### src/assert_macros.svh
// Assertion macros shared by the RTL. They compile to nothing under synthesis.
`ifndef ASSERT_MACROS_SVH
`define ASSERT_MACROS_SVH
`ifndef SYNTHESIS
`define ASSERT_SAME(label, clk, rst_n, ante, cons) \
	label: assert property (@(posedge clk) disable iff (!rst_n) (ante) |-> (cons)) \
		else $error("assertion failed");
`define ASSERT_NEXT(label, clk, rst_n, ante, cons) \
	label: assert property (@(posedge clk) disable iff (!rst_n) (ante) |=> (cons)) \
		else $error("assertion failed");
`else
`define ASSERT_SAME(label, clk, rst_n, ante, cons)
`define ASSERT_NEXT(label, clk, rst_n, ante, cons)
`endif
`endif

### src/klt_pkg.sv
package klt_pkg;

	localparam int TABLE_DEPTH_DEF = 8;
	localparam logic [31:0] TIMEOUT_RESET = 32'd30000;

	localparam logic KIND_HEARTBEAT = 1'b0;
	localparam logic KIND_QUERY = 1'b1;

	localparam logic [1:0] ST_CHECKING = 2'd0;
	localparam logic [1:0] ST_OK = 2'd1;
	localparam logic [1:0] ST_LOST = 2'd2;

	typedef struct packed {
		logic        kind;
		logic [63:0] peer_key;
		logic [31:0] now_ms;
	} in_t;

	typedef struct packed {
		logic [1:0] peer_state;
		logic       dropped;
	} out_t;

	typedef struct packed {
		logic        key_we;
		logic        ts_we;
		logic [63:0] key;
		logic [31:0] ts;
	} mem_wr_t;

	typedef struct packed {
		logic [63:0] key;
		logic [31:0] ts;
	} mem_rd_t;

endpackage

### src/keyed_liveness_table_top.sv
// Keyed liveness table. Keeps up to TABLE_DEPTH peer keys, filled in order of arrival, each
// with the time of its last heartbeat, in a synchronous memory. A heartbeat beat refreshes or
// appends its key and answers ok, or answers dropped when the key is zero or is new to a full
// table; a query beat answers checking for an unknown key, otherwise ok or lost by comparing the
// wrapping age now_ms minus last contact against timeout_ms. One beat is worked on at a time.
// The key lookup reads the memory one entry per cycle through its single read port, in entry
// order, and compares each registered read word with the key, stopping at the first match or
// after the last stored entry. The result is then loaded into the output register, together with
// the write-back of the key and time, once the previous result has been taken; while it still
// waits, the write-back is held back. The block returns to idle as the result is loaded.
`include "assert_macros.svh"

module keyed_liveness_table_top #(
	parameter int TABLE_DEPTH = klt_pkg::TABLE_DEPTH_DEF,
	localparam int IDX_W = (TABLE_DEPTH > 1) ? $clog2(TABLE_DEPTH) : 1
) (
	input  logic          clk,
	input  logic          arst_n,
	input  logic          in_valid,
	output logic          in_ready,
	input  klt_pkg::in_t  in_data,
	output logic          out_valid,
	input  logic          out_ready,
	output klt_pkg::out_t out_data,
	input  logic          cfg_we,
	input  logic [31:0]   cfg_wdata
);

	logic [31:0]      timeout_q;
	logic             rd_en;
	logic [IDX_W-1:0] rd_addr;
	klt_pkg::mem_rd_t rd_data;
	logic [IDX_W-1:0] wr_addr;
	klt_pkg::mem_wr_t wr;

	always_ff @(posedge clk or negedge arst_n) begin
		if (!arst_n) begin
			timeout_q <= klt_pkg::TIMEOUT_RESET;
		end else if (cfg_we) begin
			timeout_q <= cfg_wdata;
		end
	end

	klt_ctrl #(
		.TABLE_DEPTH(TABLE_DEPTH)
	) u_ctrl (
		.clk(clk),
		.arst_n(arst_n),
		.in_valid(in_valid),
		.in_ready(in_ready),
		.in_data(in_data),
		.out_valid(out_valid),
		.out_ready(out_ready),
		.out_data(out_data),
		.timeout_ms(timeout_q),
		.rd_en(rd_en),
		.rd_addr(rd_addr),
		.rd_data(rd_data),
		.wr_addr(wr_addr),
		.wr(wr)
	);

	klt_mem #(
		.TABLE_DEPTH(TABLE_DEPTH)
	) u_mem (
		.clk(clk),
		.rd_en(rd_en),
		.rd_addr(rd_addr),
		.rd_data(rd_data),
		.wr_addr(wr_addr),
		.wr(wr)
	);

	`ASSERT_NEXT(a_busy_after_accept, clk, arst_n, in_valid && in_ready, !in_ready)
	`ASSERT_SAME(a_append_writes_both, clk, arst_n, wr.key_we, wr.ts_we)
	`ASSERT_NEXT(a_write_with_result, clk, arst_n, wr.ts_we, out_valid && in_ready)
	`ASSERT_SAME(a_no_read_on_write, clk, arst_n, wr.ts_we, !rd_en)

endmodule

### src/klt_mem.sv
module klt_mem #(
	parameter int TABLE_DEPTH = klt_pkg::TABLE_DEPTH_DEF,
	localparam int IDX_W = (TABLE_DEPTH > 1) ? $clog2(TABLE_DEPTH) : 1
) (
	input  logic              clk,
	input  logic              rd_en,
	input  logic [IDX_W-1:0]  rd_addr,
	output klt_pkg::mem_rd_t  rd_data,
	input  logic [IDX_W-1:0]  wr_addr,
	input  klt_pkg::mem_wr_t  wr
);

	logic [63:0] key_mem [TABLE_DEPTH];
	logic [31:0] ts_mem [TABLE_DEPTH];
	klt_pkg::mem_rd_t rd_q;

	always_ff @(posedge clk) begin
		if (wr.key_we) begin
			key_mem[wr_addr] <= wr.key;
		end
		if (wr.ts_we) begin
			ts_mem[wr_addr] <= wr.ts;
		end
	end

	always_ff @(posedge clk) begin
		if (rd_en) begin
			rd_q.key <= key_mem[rd_addr];
			rd_q.ts <= ts_mem[rd_addr];
		end
	end

	assign rd_data = rd_q;

endmodule

### src/klt_ctrl.sv
module klt_ctrl #(
	parameter int TABLE_DEPTH = klt_pkg::TABLE_DEPTH_DEF,
	localparam int IDX_W = (TABLE_DEPTH > 1) ? $clog2(TABLE_DEPTH) : 1,
	localparam int CNT_W = $clog2(TABLE_DEPTH + 1)
) (
	input  logic              clk,
	input  logic              arst_n,
	input  logic              in_valid,
	output logic              in_ready,
	input  klt_pkg::in_t      in_data,
	output logic              out_valid,
	input  logic              out_ready,
	output klt_pkg::out_t     out_data,
	input  logic [31:0]       timeout_ms,
	output logic              rd_en,
	output logic [IDX_W-1:0]  rd_addr,
	input  klt_pkg::mem_rd_t  rd_data,
	output logic [IDX_W-1:0]  wr_addr,
	output klt_pkg::mem_wr_t  wr
);

	localparam logic [1:0] S_IDLE = 2'd0;
	localparam logic [1:0] S_SCAN = 2'd1;
	localparam logic [1:0] S_UPD = 2'd2;

	logic [1:0]       state_q;
	klt_pkg::in_t     item_q;
	logic [CNT_W-1:0] count_q;
	logic [CNT_W-1:0] rd_idx_q;
	logic             cmp_vld_s1;
	logic [IDX_W-1:0] cmp_idx_s1;
	logic             hit_q;
	logic [IDX_W-1:0] hit_idx_q;
	logic [31:0]      hit_ts_q;
	logic             out_valid_q;
	klt_pkg::out_t    out_q;

	logic             hit_now;
	logic             miss_now;
	logic             can_load;
	logic             table_full;
	logic [31:0]      elapsed;
	klt_pkg::out_t    result;
	logic             append;

	assign in_ready = (state_q == S_IDLE);
	assign hit_now = cmp_vld_s1 && (rd_data.key == item_q.peer_key);
	assign miss_now = !cmp_vld_s1 && (rd_idx_q == count_q);
	assign rd_en = (state_q == S_SCAN) && !hit_now && (rd_idx_q < count_q);
	assign rd_addr = rd_idx_q[IDX_W-1:0];
	assign can_load = !out_valid_q || out_ready;
	assign table_full = (count_q == CNT_W'(TABLE_DEPTH));
	assign elapsed = item_q.now_ms - hit_ts_q;

	always_comb begin
		result.peer_state = klt_pkg::ST_CHECKING;
		result.dropped = 1'b0;
		append = 1'b0;
		wr.key_we = 1'b0;
		wr.ts_we = 1'b0;
		wr.key = item_q.peer_key;
		wr.ts = item_q.now_ms;
		if (item_q.kind == klt_pkg::KIND_HEARTBEAT) begin
			if (item_q.peer_key == 64'd0) begin
				result.dropped = 1'b1;
			end else if (hit_q) begin
				result.peer_state = klt_pkg::ST_OK;
				wr.ts_we = 1'b1;
			end else if (!table_full) begin
				result.peer_state = klt_pkg::ST_OK;
				append = 1'b1;
				wr.key_we = 1'b1;
				wr.ts_we = 1'b1;
			end else begin
				result.dropped = 1'b1;
			end
		end else if (hit_q) begin
			result.peer_state = (elapsed < timeout_ms) ? klt_pkg::ST_OK : klt_pkg::ST_LOST;
		end
		if (!((state_q == S_UPD) && can_load)) begin
			wr.key_we = 1'b0;
			wr.ts_we = 1'b0;
			append = 1'b0;
		end
	end

	assign wr_addr = hit_q ? hit_idx_q : count_q[IDX_W-1:0];

	always_ff @(posedge clk or negedge arst_n) begin
		if (!arst_n) begin
			state_q <= S_IDLE;
			count_q <= '0;
			rd_idx_q <= '0;
			cmp_vld_s1 <= 1'b0;
			hit_q <= 1'b0;
			out_valid_q <= 1'b0;
		end else begin
			if ((state_q == S_UPD) && can_load) begin
				out_valid_q <= 1'b1;
			end else if (out_ready) begin
				out_valid_q <= 1'b0;
			end
			case (state_q)
				S_IDLE: begin
					if (in_valid) begin
						rd_idx_q <= '0;
						cmp_vld_s1 <= 1'b0;
						state_q <= S_SCAN;
					end
				end
				S_SCAN: begin
					cmp_vld_s1 <= rd_en;
					if (rd_en) begin
						rd_idx_q <= rd_idx_q + CNT_W'(1);
					end
					if (hit_now) begin
						hit_q <= 1'b1;
						state_q <= S_UPD;
					end else if (miss_now) begin
						hit_q <= 1'b0;
						state_q <= S_UPD;
					end
				end
				S_UPD: begin
					if (can_load) begin
						if (append) begin
							count_q <= count_q + CNT_W'(1);
						end
						state_q <= S_IDLE;
					end
				end
				default: begin
					state_q <= S_IDLE;
				end
			endcase
		end
	end

	always_ff @(posedge clk) begin
		if (in_valid && in_ready) begin
			item_q <= in_data;
		end
		if (rd_en) begin
			cmp_idx_s1 <= rd_idx_q[IDX_W-1:0];
		end
		if ((state_q == S_SCAN) && hit_now) begin
			hit_idx_q <= cmp_idx_s1;
			hit_ts_q <= rd_data.ts;
		end
		if ((state_q == S_UPD) && can_load) begin
			out_q <= result;
		end
	end

	assign out_valid = out_valid_q;
	assign out_data = out_q;

endmodule
### config.mk
export PLATFORM = sky130hd
export DESIGN_NAME = keyed_liveness_table_top
export DESIGN_NICKNAME = d
export VERILOG_FILES = /design/src/klt_pkg.sv /design/src/keyed_liveness_table_top.sv /design/src/klt_mem.sv /design/src/klt_ctrl.sv
export VERILOG_INCLUDE_DIRS = /design/src /design/src/src
export SDC_FILE = /design/constraint.sdc
export NUM_CORES = 1
export LEC_CHECK = 0
export CORE_MARGIN = 4
export CORE_UTILIZATION = 55
export CTS_CLUSTER_SIZE = 20
export DETAILED_ROUTE_END_ITERATION = 10
export DONT_BUFFER_PORTS = 1
export PLACE_DENSITY = 0.7
export SYNTH_ARGS = -nofsm -noshare
export SYNTH_HDL_FRONTEND = slang
export SYNTH_SLANG_ARGS = --single-unit
### constraint.sdc
create_clock -name clk -period 12.16 [get_ports clk]
set_input_delay 3.648 -clock clk [delete_from_list [all_inputs] [get_ports clk]]
set_output_delay 3.648 -clock clk [all_outputs]
set_load 0.03 [all_outputs]
======== Word level (Yosys, flattened, before mapping) ========
Memory sizes are Yosys's and may differ from the RTL's. A register that Yosys moved wholly into a read port is not among the register bits.
Cells that the tools add are included.
word-level totals
  bits in latches ......................... 0
  memories ................................ 2
  input bits .............................. 134
  memory bits (writable) .................. 768
  output and inout port bits .............. 5
  ROM bits ................................ 0
  bits in registers ....................... 183
memories
  memory         depth  width  rd ports  clocked after memory_dff  write ports  line           source
  u_mem.key_mem  8      64     1         1                         1            klt_mem.sv:13  logic [63:0] key_mem [TABLE_DEPTH];
  u_mem.ts_mem   8      32     1         1                         1            klt_mem.sv:14  logic [31:0] ts_mem [TABLE_DEPTH];
operators by class
  $lt $le $gt $ge ......................... 2
  shift-type cells ........................ 0
  div/mod/pow operators ................... 0
  reduce and logical (&&, ||, !) cells .... 21
  bitwise logic cells ..................... 0
  add/subtract/negate cells ............... 3
  multiply operators ...................... 0
  multiplexer cells ....................... 39
  equality and inequality tests ........... 9
operator list
  kind                                                                   number
  64-bit equality test                                                   1
  64-bit zero test                                                       1
  32-bit less-than comparator                                            1
  32-bit subtractor                                                      1
  2-bit 2-to-1 mux                                                       13
  1-bit 2-to-1 mux                                                       20
  3-bit AND reduction                                                    3
  4-bit by 1-bit adder with 4-bit output, second input constant          2
  4-bit 2-to-1 mux                                                       2
  4-bit one-hot mux with 2 select lines                                  1
  1-bit logical AND                                                      7
  2-bit one-hot mux with 3 select lines                                  1
  2-bit nonzero test                                                     3
  4-bit equality test                                                    1
  4-bit equality test, second input constant                             1
  4-bit less-than comparator                                             1
  2-bit != test, second input constant                                   2
  2-bit AND reduction                                                    2
  1-bit zero test                                                        3
  3-bit 2-to-1 mux                                                       1
  3-bit by 1-bit != test with 1-bit output, second input constant        1
  2-bit by 1-bit equality test with 1-bit output, second input constant  1
  2-bit equality test, second input constant                             1
  2-bit zero test                                                        1
  other kinds (3)                                                        3

======== Depth between registers and ports, before layout ========
  word-level depth ........................ 8
  depth in mapped cells ................... 21
  mapped depth without buffers ............ 21

======== By module ========
Synthesis repeated with hierarchy kept, for this count alone.
second synthesis, totals
  cell total of the unflattened synthesis .. 2,118
  area total of the unflattened synthesis .. 42,296.8 um2
modules (own cells, without submodules)
  module                    cells an instance  area an instance (um2)  instances  seq. area each (um2)
  klt_mem                   1,229              31,809.3                1          25,944.9
  klt_ctrl                  821                9,133.8                 1          4,469.3
  keyed_liveness_table_top  68                 1,353.8                 1          809.5

======== Worst setup path before layout ========
No wires, ideal clock.
  path type ............................... input to register
  from .................................... input port out_ready
  to ...................................... memory u_mem.key_mem[7][0] (enable)
  stages .................................. 5
  required time ........................... 11.671 ns
  path buffers ............................ 0
  arrival time ............................ 7.218 ns
  slack ................................... 4.453 ns
  library setup time ...................... 0.489 ns
  cell sequence ........................... nor2b_1 nor3_1 nor4b_2 nand2_1 nor2_1
between the ends
  cells in the longest elaborated chain, start to end .. 5
ends and longest elaborated chain
  what                                    line                            source
  from (decl)                             keyed_liveness_table_top.sv:23  input logic out_ready,
  1-bit logical OR                        klt_ctrl.sv:51                  assign can_load = !out_valid_q || out_ready;
  1-bit logical AND                       klt_ctrl.sv:80                  if (!((state_q == S_UPD) && can_load)) begin
  2-bit 2-to-1 mux                        klt_ctrl.sv:80
  1-bit 2-to-1 mux                        klt_mem.sv:18                   if (wr.key_we) begin
  1-bit 2-to-1 mux (implied by the code)  klt_mem.sv:19                   key_mem[wr_addr] <= wr.key;
  to (decl)                               klt_mem.sv:13
No other way between the ends.

======== Worst setup path after layout ========
  from .................................... input port out_ready
  to ...................................... memory u_mem.key_mem[5][22] (enable)
The elaborated chain is that of the path after synthesis.

==> metrics.cfg <==
[synth]
synthesis.nets = 2270
synthDistinctLibCells = 66
synth.most_common_cell = edfxtp_1
ys_async_sr_fraction = 0.0430
synth.top_cells.by_area = edfxtp_1, mux4_2, mux2_2
synth-main-ff-cell = edfxtp_1
yosys-top-cells-count = edfxtp_1, mux4_2, inv_1
synth_top_area_frac = 0.731
syn_area_sq_um = 41200
syn_inst = 2066
synth-warning-count = 0
yosys_register_bits = 1047
yosysTopAreaCell = edfxtp_1
synth_edf_count = 1002
synth.avg_cell_area_sq_um = 19.9
ys_seq_area_frac = 0.758

[finish]
finalNonFillerCells = 3179
layout.nets = 2331
syn_to_final_growth_pct = 11.0
design_area_sq_um = 45700
drive_gt1_frac = 0.222

[sta]
fmax_ghz = 0.161
fin_worst_skew_ps = 30.8
setup_tns_ps = 0
period_minus_slack_ps = 6210
worst_pin_slew_ps = 1190
slew_violations = 0
hold_viol = 0
rsz0062_at_grt = no
post-route-period-util = 0.510
slew_headroom = 0.204
setup_viol = 0

[grt]
grt_pass1_vias = 20000
grt_antenna_before_repair = 4
grt_pass1_wl_um = 124000
grt_max_degree = 67
grt_usage = 0.208
grt.overflow.total = 0

[place]
portBuffers = 0
place.gp.congestion = 0.856
hpwl_um = 47600
postPlaceCellArea_sq_um = 42400
place_inst = 2990

[critical_path]
slowest_delay_ps = 800
critical_path_class = in -> reg
crit_fanout = 40
worstRegToRegCells = 18
crit_required_ps = 12450
r2r_setup_slack_ps = 7540
crit_family = simple AND/OR/NAND/NOR gates
crit_slowest_cell = nor2_4
cp_data_arrival_time_ps = 6500
r2r-end = u_ctrl.out_data[2]$_SDFFCE_PN0P_
reg2reg_from = u_ctrl.wr[0]$_DFFE_PP_
crit_buf_inv = 1
worstSetupEndpointType = flop
crit_chain = nor2b_1 > nor3_1 > nor4b_2 > nand2_1 > nor2_4 > buf_4
startpoint_type = primary input

[floorplan]
die_x_um = 282
core-area_sq_um = 74300
initial_core_util = 0.554
dieArea_sq_um = 79300
ioPinCount = 139
fp.dieH_um = 282
rows = 100

[clock_tree]
numClockSinks = 1047
cts_setup_buffers = 0
clk-insertion-delay-late_ps = 660
cts_hold_buf = 0
clk_pin_slew_ps = 60
clock_path_buffers = 3
clockRootBuffer = clkbuf_16
cts_tree = built
numCtsBuffers = 104
htreeDepth = 3
post_cts_resized = 0

[hold_path]
hold_depth = 0
hp-class = reg -> reg
hold_end = u_ctrl.hit_ts_q[10]$_DFFE_PP_
hp-start = u_mem.rd_data[10]$_DFFE_PP_

[route]
antenna_left = 0
routed_wl_um = 81600
viasPerCell = 6.05
vias = 19200
drt_pass1_iterations = 5
drtIter0Drc = 1657
drcViolationCount = 0
routedWlPerCell_um = 25.7

[power]
power_density_nw_per_um2 = 210
ir_drop_uv = 164
p_leak_nw = 15.0

[run]
max_cap_violations = 0

[run_status]
status = finished, final reports clean

==> registers in the layout, indices dropped and copies added (netlist names) <==
name,cells
u_ctrl.cmp_vld_s1,1
u_ctrl.hit_q,1
u_ctrl.out_valid,1
timeout_q,32
u_mem.key_mem,512
u_ctrl.rd_idx_q,4
u_ctrl.cmp_idx_s1,3
u_ctrl.hit_ts_q,32
u_ctrl.out_data,3
u_ctrl.wr,96
u_ctrl.hit_idx_q,3
u_ctrl.state_q,2
u_ctrl.item_q,1
u_mem.rd_data,96
u_ctrl.count_q,4
u_mem.ts_mem,256
==> metal layers <==
layer | GRT usage | routed length (um) | up-vias
met5 | 0 | 40 | -
met4 | 0.0580 | 1950 | 4
met3 | 0.0293 | 4080 | 135
met2 | 0.364 | 42500 | 556
met1 | 0.279 | 33000 | 10100
li1 | - | - | 8469
==> worst max-delay path by stage <==
stage	from	end	slack, ps	depth (start not counted)
2_1_floorplan	out_ready	u_mem.key_mem[7][0]$_DFFE_PP_	4450	5
3_3_place_gp	out_ready	u_mem.key_mem[5][23]$_DFFE_PP_	5380	6
3_5_place_dp	out_ready	u_mem.key_mem[5][23]$_DFFE_PP_	5260	6
4_1_cts	out_ready	u_mem.key_mem[5][6]$_DFFE_PP_	5960	6
5_1_grt	out_ready	u_mem.key_mem[5][24]$_DFFE_PP_	5730	6
6_report	out_ready	u_mem.key_mem[5][22]$_DFFE_PP_	5950	6
==> layout make-up <==
type                    count  area (sq um)
flip-flops and latches   1047         31200
fillers                  5118         28600
multi-input cells         850          9430
clock buffers             123          2700
well taps                 969          1210
clock inverters            64           558
inverters                 102           388
repair buffers             22           165
diodes                      2          5.00
==> cells in the final DEF (no fill, tap or decap), types with 8 or more instances in the layout <==
master,count
buf_4,22
nor3_1,17
xor2_1,32
clkbuf_16,105
o21ai_0,57
edfxtp_1,1002
ha_1,69
clkbuf_1,18
clkinv_1,26
mux2_2,97
o22ai_1,9
mux4_2,192
clkinv_2,17
a21oi_1,36
dfrtp_1,35
nor2_4,17
nand3_1,12
bufinv_16,8
inv_1,100
nor2_1,32
nor2b_1,25
a21o_1,23
nor4_1,23
nand4_1,21
nand2_1,65
xnor2_1,33
==> per-stage QoR <==
| step | total power, mW | utilization | setup slack (ps) | hold slack, ps |
|---|---|---|---|---|
| finish | 9.58 | 0.615 | 5950 | 409 |
| global route | 10.0 | 0.615 | 5730 | 421 |
| CTS | 9.69 | 0.615 | 5960 | 411 |
| detailed placement | 6.63 | 0.571 | 5260 | 405 |
| global placement | 6.58 | 0.571 | 5380 | 401 |
| floorplan | 6.10 | - | 4450 | 400 |
==> worst register-to-register path, delay by kind of cell (launching register included) <==
kind / cells / cell delay, ps
compound gates: 11 / 2450
fa+ha+maj: 3 / 890
flops: 1 / 500
buf+inv: 2 / 230
xor+xnor: 1 / 150
simple gates: 1 / 150
==> kinds of logic (layout without fill, tap and decap cells) <==
kind of cell / count (synthesis) / after routing / synth area share
buffers and inverters: 169 / 311 / 0.0159
flip-flops: 1047 / 1047 / 0.758
other: 0 / 2 / 0
AND/OR/NAND/NOR: 238 / 238 / 0.0292
XOR/XNOR: 65 / 65 / 0.0138
AO/OA/AOI/OAI: 188 / 188 / 0.0298
multiplexers: 289 / 289 / 0.132
adder cells (fa/ha/maj): 70 / 70 / 0.0215
==> power breakdown <==
group | switching, mW | total (mW) | internal [mW] | leakage [nW]
combinational | 0.855 | 1.78 | 0.926 | 3.73
clock | 1.31 | 3.06 | 1.75 | 1.59
sequential | 0.324 | 4.74 | 4.42 | 9.67
total | 2.49 | 9.58 | 7.10 | 15.0
Note: power is estimated with default switching activity, not from simulation.
